`src/rtl/wildcard_glob_matcher_core_assert.svh`:
```
// Assertion macros for the wildcard glob matcher.
// Expects signals named clk and rst_n in the scope where a macro is used.
`ifndef WILDCARD_GLOB_MATCHER_CORE_ASSERT_SVH
`define WILDCARD_GLOB_MATCHER_CORE_ASSERT_SVH

`ifndef ASSERT_OFF

`define WGM_ASSERT_CLK(lbl, prop, msg) \
  lbl: assert property (@(posedge clk) disable iff (!rst_n) (prop)) else $error(msg);

`define WGM_ASSERT_IMPLY(lbl, ante, cons, msg) \
  lbl: assert property (@(posedge clk) disable iff (!rst_n) (ante) |-> (cons)) else $error(msg);

`else

`define WGM_ASSERT_CLK(lbl, prop, msg)

`define WGM_ASSERT_IMPLY(lbl, ante, cons, msg)

`endif

`endif

```
`src/rtl/wgm_pkg.sv`:
```
// Shared types and constants of the wildcard glob matcher.
// Used by wgm_cell and wildcard_glob_matcher_core; depends on nothing.
package wgm_pkg;

  localparam int MAX_PATTERN_DEF = 128;

  localparam int CMD_W  = 2;
  localparam int BYTE_W = 8;

  localparam logic [CMD_W-1:0] CMD_CLEAR  = 2'd0;
  localparam logic [CMD_W-1:0] CMD_APPEND = 2'd1;
  localparam logic [CMD_W-1:0] CMD_TEXT   = 2'd2;
  localparam logic [CMD_W-1:0] CMD_END    = 2'd3;

  // Pattern wildcards: '?' and '*'.
  localparam logic [BYTE_W-1:0] CH_ANY  = 8'h3F;
  localparam logic [BYTE_W-1:0] CH_STAR = 8'h2A;

  typedef enum logic {
    ST_IDLE,
    ST_SWEEP
  } state_t;

  // Values broadcast from the controller to every cell.
  typedef struct packed {
    logic              step_mode;  // 1: text byte update, 0: empty-text row rebuild
    logic [BYTE_W-1:0] text_byte;
    logic              wr_en;
    logic [BYTE_W-1:0] wr_byte;
  } bcast_t;

  // Data handed from one cell to the next.
  typedef struct packed {
    logic token;  // sweep position marker
    logic n;      // new row bit of the previous position
    logic d;      // old row bit of the previous position
  } link_t;

endpackage

```
`src/rtl/wgm_cell.sv`:
```
// One pattern position of the matcher: holds a pattern byte and its row bit.
// Depends on wgm_pkg for the broadcast and link structs.
module wgm_cell import wgm_pkg::*; #(
  parameter int MAX_PATTERN = MAX_PATTERN_DEF,
  parameter int IDX         = 0
) (
  input  logic                             clk,
  input  logic                             rst_n,
  input  bcast_t                           bc,
  input  logic [$clog2(MAX_PATTERN+1)-1:0] len,
  input  link_t                            link_in,
  output link_t                            link_out
);

  localparam int LEN_W = $clog2(MAX_PATTERN + 1);

  logic [BYTE_W-1:0] pat_r;
  logic              d_r;
  logic              d_nxt;
  logic              tok_r;
  logic              n_r;
  logic              dout_r;
  logic              in_use;
  logic              is_star;
  logic              hit;

  assign in_use  = len > LEN_W'(IDX);
  assign is_star = pat_r == CH_STAR;
  assign hit     = (pat_r == bc.text_byte) || (pat_r == CH_ANY);

  always_comb begin
    if (!bc.step_mode) begin
      d_nxt = link_in.n & is_star;
    end else if (is_star) begin
      d_nxt = link_in.n | d_r;
    end else begin
      d_nxt = link_in.d & hit;
    end
  end

  always_ff @(posedge clk) begin
    if (!rst_n) begin
      tok_r <= 1'b0;
    end else begin
      tok_r <= link_in.token;
    end
  end

  // Positions past the pattern end just forward the running bit, so the last
  // cell always delivers the row bit at the pattern length.
  always_ff @(posedge clk) begin
    if (link_in.token) begin
      if (in_use) begin
        d_r <= d_nxt;
        n_r <= d_nxt;
      end else begin
        n_r <= link_in.n;
      end
      dout_r <= d_r;
    end
    if (bc.wr_en && (len == LEN_W'(IDX))) begin
      pat_r <= bc.wr_byte;
    end
  end

  assign link_out = '{token: tok_r, n: n_r, d: dout_r};

endmodule

```
`src/rtl/wildcard_glob_matcher_core.sv`:
```
// Wildcard glob matcher: each accepted word starts a sweep down a row of
// MAX_PATTERN cells, one cell per cycle, and no new word is accepted until
// that sweep is done. An end-of-text result is in the output register in
// the cycle after its word is accepted. Synchronous active-low reset leaves an
// empty pattern and the empty-text row, ready for a word in the next cycle.
`include "wildcard_glob_matcher_core_assert.svh"

module wildcard_glob_matcher_core import wgm_pkg::*; #(
  parameter int MAX_PATTERN = MAX_PATTERN_DEF
) (
  input  logic              clk,
  input  logic              rst_n,
  input  logic              in_valid,
  output logic              in_ready,
  input  logic [CMD_W-1:0]  in_cmd,
  input  logic [BYTE_W-1:0] in_byte_value,
  output logic              out_valid,
  input  logic              out_ready,
  output logic              out_matched,
  output logic              out_pattern_overflowed
);

  localparam int LEN_W = $clog2(MAX_PATTERN + 1);

  state_t            state_r, state_nxt;
  logic [LEN_W-1:0]  len_r;
  logic              ovf_r;
  logic              row0_r;
  logic              result_r;
  logic              start_r;
  logic              seed_n_r;
  logic              seed_d_r;
  logic              step_mode_r;
  logic [BYTE_W-1:0] text_byte_r;
  logic              out_valid_r;
  logic              out_matched_r;
  logic              out_ovf_r;
  logic              in_fire;
  logic              out_fire;
  logic              not_full;
  logic              sweep_done;
  bcast_t            bc;
  link_t             chain [MAX_PATTERN+1];
  logic [MAX_PATTERN:0] tok_vec;

  assign in_fire    = in_valid && in_ready;
  assign out_fire   = out_valid_r && out_ready;
  assign not_full   = len_r < LEN_W'(MAX_PATTERN);
  assign sweep_done = chain[MAX_PATTERN].token;

  always_comb begin
    state_nxt = state_r;
    case (state_r)
      ST_IDLE:  if (in_fire) state_nxt = ST_SWEEP;
      ST_SWEEP: if (sweep_done) state_nxt = ST_IDLE;
      default:  state_nxt = ST_IDLE;
    endcase
  end

  // An end-of-text word needs the output register free; other words do not.
  always_comb begin
    case (state_r)
      ST_IDLE:  in_ready = !out_valid_r || out_ready || (in_cmd != CMD_END);
      default:  in_ready = 1'b0;
    endcase
  end

  always_ff @(posedge clk) begin
    if (!rst_n) begin
      state_r     <= ST_IDLE;
      len_r       <= '0;
      ovf_r       <= 1'b0;
      row0_r      <= 1'b1;
      result_r    <= 1'b1;
      start_r     <= 1'b0;
      out_valid_r <= 1'b0;
    end else begin
      state_r <= state_nxt;
      start_r <= in_fire;
      if (sweep_done) begin
        result_r <= chain[MAX_PATTERN].n;
      end
      if (out_fire) begin
        out_valid_r <= 1'b0;
      end
      if (in_fire) begin
        case (in_cmd)
          CMD_CLEAR: begin
            len_r  <= '0;
            ovf_r  <= 1'b0;
            row0_r <= 1'b1;
          end
          CMD_APPEND: begin
            if (not_full) begin
              len_r <= len_r + LEN_W'(1);
            end else begin
              ovf_r <= 1'b1;
            end
            row0_r <= 1'b1;
          end
          CMD_TEXT: begin
            row0_r <= 1'b0;
          end
          default: begin
            row0_r      <= 1'b1;
            out_valid_r <= 1'b1;
          end
        endcase
      end
    end
  end

  // Sweep seed and output payload.
  always_ff @(posedge clk) begin
    if (in_fire) begin
      step_mode_r <= in_cmd == CMD_TEXT;
      text_byte_r <= in_byte_value;
      seed_n_r    <= in_cmd != CMD_TEXT;
      seed_d_r    <= row0_r;
      if (in_cmd == CMD_END) begin
        out_matched_r <= result_r;
        out_ovf_r     <= ovf_r;
      end
    end
  end

  assign bc = '{step_mode: step_mode_r, text_byte: text_byte_r,
                wr_en: in_fire && (in_cmd == CMD_APPEND) && not_full,
                wr_byte: in_byte_value};

  assign chain[0] = '{token: start_r, n: seed_n_r, d: seed_d_r};

  for (genvar i = 0; i < MAX_PATTERN; i++) begin : g_cell
    wgm_cell #(
      .MAX_PATTERN (MAX_PATTERN),
      .IDX         (i)
    ) u_cell (
      .clk      (clk),
      .rst_n    (rst_n),
      .bc       (bc),
      .len      (len_r),
      .link_in  (chain[i]),
      .link_out (chain[i+1])
    );
  end

  always_comb begin
    for (int k = 0; k <= MAX_PATTERN; k++) begin
      tok_vec[k] = chain[k].token;
    end
  end

  assign out_valid              = out_valid_r;
  assign out_matched            = out_matched_r;
  assign out_pattern_overflowed = out_ovf_r;

  `WGM_ASSERT_CLK(a_one_token, $onehot0(tok_vec), "more than one sweep in flight")
  `WGM_ASSERT_IMPLY(a_idle_quiet, state_r == ST_IDLE, tok_vec == '0, "sweep active while idle")
  `WGM_ASSERT_CLK(a_len_range, len_r <= LEN_W'(MAX_PATTERN), "pattern length past capacity")
  `WGM_ASSERT_IMPLY(a_ovf_full, ovf_r, len_r == LEN_W'(MAX_PATTERN), "overflow with room left")

endmodule
```
`config.mk`:
```
export PLATFORM = sky130hd
export DESIGN_NAME = wildcard_glob_matcher_core
export DESIGN_NICKNAME = d
export VERILOG_FILES = /design/src/rtl/wgm_pkg.sv /design/src/rtl/wgm_cell.sv /design/src/rtl/wildcard_glob_matcher_core.sv
export VERILOG_INCLUDE_DIRS = /design/src /design/src/rtl
export SDC_FILE = /design/constraint.sdc
export NUM_CORES = 2
export LEC_CHECK = 0
export ABC_AREA = 1
export BUFFER_PORTS_ARGS = -buffer_cell sky130_fd_sc_hd__buf_4
export CAP_MARGIN = 10
export CELL_PAD_IN_SITES_DETAIL_PLACEMENT = 1
export CELL_PAD_IN_SITES_GLOBAL_PLACEMENT = 2
export CORE_ASPECT_RATIO = 1.1
export CORE_MARGIN = 10
export CORE_UTILIZATION = 38
export CTS_BUF_LIST = sky130_fd_sc_hd__clkbuf_4 sky130_fd_sc_hd__clkbuf_8
export CTS_CLUSTER_DIAMETER = 100
export DETAILED_ROUTE_END_ITERATION = 12
export PLACE_DENSITY = 0.88
export SKIP_CTS_REPAIR_TIMING = 1
export SYNTH_ARGS = -nofsm -noshare
export SYNTH_HDL_FRONTEND = slang
export SYNTH_SLANG_ARGS = --single-unit
```
`constraint.sdc`:
```
create_clock -name clk -period 2.5 [get_ports clk]
set_input_delay 0 -clock clk [delete_from_list [all_inputs] [get_ports clk]]
set_output_delay 0 -clock clk [all_outputs]
set_load 0.01 [all_outputs]
```
==> run_results.csv <==
group,metric,value,unit
clock_tree,cts_tree,"built",
drt,highest_layer,"met5",
sta,max_freq,398,MHz
run_status,violations,"negative setup slack",
logic_synthesis,synth-edff-count,1420,
logic_synthesis,synth_top_area_share,54.6,%
clock_tree,clock-sinks,1562,
pwr,leakage,38.5,nW
placement,io_buffers,17,
logic_synthesis,synthXorXnorAreaFrac,7.18,%
floorplanning,initial_core_util,38.2,%
logic_synthesis,synth-async-reset-ratio,0,%
clock_tree,clkLatencyLatePin,1050,ps
drt,via_per_inst,5.17,
sta,hold_viol,0,
sta,setup_viol,8,
final_layout,area_delta_synth_final,16.3,%
worst_setup_path,required,3240,ps
logic_synthesis,synth_top_area_cell,"edfxtp_1",
sta,rsz0062_at_grt,"false",
clock_tree,clk_pin_slew,60,ps
clock_tree,clockRootBuffer,"clkbuf_8",
worst_setup_path,path_class,"register to register",
logic_synthesis,postSynthCellCount,8599,
placement,globalplace.congestion,0.962,
sta,slew_violations,0,
logic_synthesis,synth_top_family_by_area,"simple AND/OR/NAND/NOR gates",
drt,wl_met3,17000,um
final_layout,final_common_cell,"nand2_1",
logic_synthesis,synth-main-ff-cell,"edfxtp_1",
logic_synthesis,yosys-top-cells-area,"edfxtp_1, nand2_1, xnor2_1",
final_layout,fin_nets,9153,
drt,met1_length,113000,um
job,drv_cap,0,
drt,ant_nets,0,
logic_synthesis,ys_seq_area_share,58.2,%
placement,preCtsSetupSlack,-522,ps
pwr,irDropWorstVdd,571,uV
final_layout,layout_common_cells,"nand2_1, edfxtp_1, inv_1, xnor2_1, nor2_1",
drt,drtIter0Drc,4752,
drt,dr_wl_met2,136000,um
run_status,status,"finished, violations left",
floorplanning,dieArea,224000,um^2
drt,drtPass1Iterations,5,
sta,worstMarginPinSlew,1100,ps
placement,place_area,84700,um^2
logic_synthesis,synthMuxAreaShare,0,%
clock_tree,cts_buffer_depth,4,
logic_synthesis,synth.distinct_cells,46,
pwr,power,56.9,mW
floorplanning,num_rows,174,
logic_synthesis,syn_area,78100,um^2
grt,grt_max_degree,76,
worst_setup_path,path_max_fanout,12,
sta,period_minus_slack,2510,ps
logic_synthesis,avgSynthCellArea,9.08,um^2
worst_setup_path,setup.worst_path.start_class,"register",
logic_synthesis,synthAdderAreaFrac,0.0641,%
placement,hpwl,189000,um
floorplanning,die_y,496,um
drt,wl_per_cell,23.0,um
grt,grt_usage,24.1,%
worst_setup_path,cpPeakStageDelay,720,ps
sta,final.setup.worst_slack,-14.2,ps
drt,totalWireLength,278000,um
worst_setup_path,arrival,3250,ps
drt,drc,0,
sta,relSlewSlack,26.7,%
floorplanning,io_pins,18,
clock_tree,cts_buffers,286,
grt,grt_overflow,0,
worst_hold_path,hold_path_class,"input port to register",
grt,grt_pass1_wl,407000,um
grt,antenna_found_initial,11,
logic_synthesis,syn-num-nets,8617,
placement,place_inst,11551,
pwr,power_density,627,nW/um^2
floorplanning,core,204000,um^2
worst_setup_path,endpoint_kind,"register",
sta,min_period_over_period,101,%
worst_setup_path,critical-path-slowest-cell,"nor3_1",
floorplanning,die-width,452,um
final_layout,drive_gt1_share,10.9,%
logic_synthesis,yosys_warnings,0,
clock_tree,h-tree-depth,5,
final_layout,final_cells,12079,
final_layout,design_area,90800,um^2
grt,grt_pass1_vias,65320,
worst_setup_path,cp_cell_sequence,"inv_4, nor2_4, inv_4, nor2_8, inv_2, buf_4, nor3_1, buf_4",
logic_synthesis,synth-seq-cells,1562,
logic_synthesis,synth-simple-area-share,25.1,%
sta,fin_skew,78.4,ps
sta,hold_slack,18.4,ps
drt,vias,62445,
logic_synthesis,synth_compound_area_share,2.25,%
where the power goes:
part           leakage, nW  internal [mW]  switching [mW]  total [mW]
logic                 21.6           1.06            2.47        3.53
registers             13.8           28.4          0.0286        28.4
clock network         3.05           14.0            11.0        25.0
total                 38.5           43.5            13.5        56.9
sequential cells by signal, summed over array words and instances, names as in the netlist:
name	cells
step_mode_r	1
row0_r	1
ovf_r	1
len_r	8
result_r	1
out_valid	1
g_cell.u_cell.pat_r	1024
g_cell.u_cell.d_r	128
seed_n_r	1
g_cell.u_cell.n_r	128
start_r	1
text_byte_r	8
g_cell.u_cell.tok_r	128
state_r	1
g_cell.u_cell.dout_r	127
out_matched	1
out_pattern_overflowed	1
seed_d_r	1
stage by stage:
stage	utilization, %	TNS, ps
2_1_floorplan	-	0
4_1_cts	44.2	-15830
3_3_place_gp	41.4	-12720
3_5_place_dp	41.4	-15000
6_report	44.4	-90.0
5_1_grt	44.4	0
critical path, delay by kind of cell, from the launching register on:
family,cells,cell delay [ps]
buf+inv,5,770
flops,1,510
simple gates,3,940
kinds of logic after synthesis:
group / count (synthesis)
and+or+nand+nor: 4693
DFF: 1562
buffers and inverters: 1418
xor gates and xnor gates: 640
AOI/OAI and AO/OA: 282
adders and majority gates: 4
cell type report:
type                    instances  area [um^2]
fillers                     23528       114000
repair buffers                474         4540
inverters                    1192         4500
clock inverters                95          688
well taps                    2728         3410
multi-input cells            5619        27100
flip-flops and latches       1562        45500
diodes                          6         15.0
clock buffers                 403         5050
path summary, 6_finish.rpt:
kind	start	endpoint	slack (ps)	cells after the start
worst max register to register	len_r[6]$_SDFFE_PN0P_	g_cell[123].u_cell.pat_r[0]$_DFFE_PP_	-10	8
worst max-delay path	len_r[6]$_SDFFE_PN0P_	g_cell[123].u_cell.pat_r[0]$_DFFE_PP_	-10	8
worst min register to register	g_cell[100].u_cell.d_r$_DFFE_PP_	g_cell[100].u_cell.dout_r$_DFFE_PP_	430	0
worst min-delay path	rst_n	g_cell[23].u_cell.tok_r$_SDFF_PN0_	20	4
layer usage:
| layer | up-vias | track usage (%) |
|---|---|---|
| li1 | 28614 | - |
| met1 | 31276 | 29.6 |
| met2 | 1913 | 42.0 |
| met3 | 632 | 3.70 |
| met4 | 10 | 10.5 |
| met5 | - | 0 |
synthesized netlist by cell type (2+ instances only):
master,n
nor4_1,3
xnor2_1,640
clkbuf_1,62
a22oi_1,3
inv_1,1166
a21boi_0,60
nand4_1,196
a21o_1,46
buf_4,29
inv_4,2
a211oi_1,3
buf_1,3
o31ai_1,2
nand2_1,3098
o21ai_1,9
nand3_1,138
buf_6,6
nor2_1,590
and2_1,69
nor3_2,6
o21ai_0,100
nor2_2,11
nand2_2,2
ha_1,4
edfxtp_1,1420
or2_2,18
nor3_1,419
a21oi_2,6
a22oi_2,2
nand3b_1,46
o21ai_2,2
buf_2,126
nor2_4,7
a21oi_1,44
inv_2,23
dfxtp_1,142
nor2_8,2
and3_1,86
Note: power is estimated with default switching activity, not from simulation.
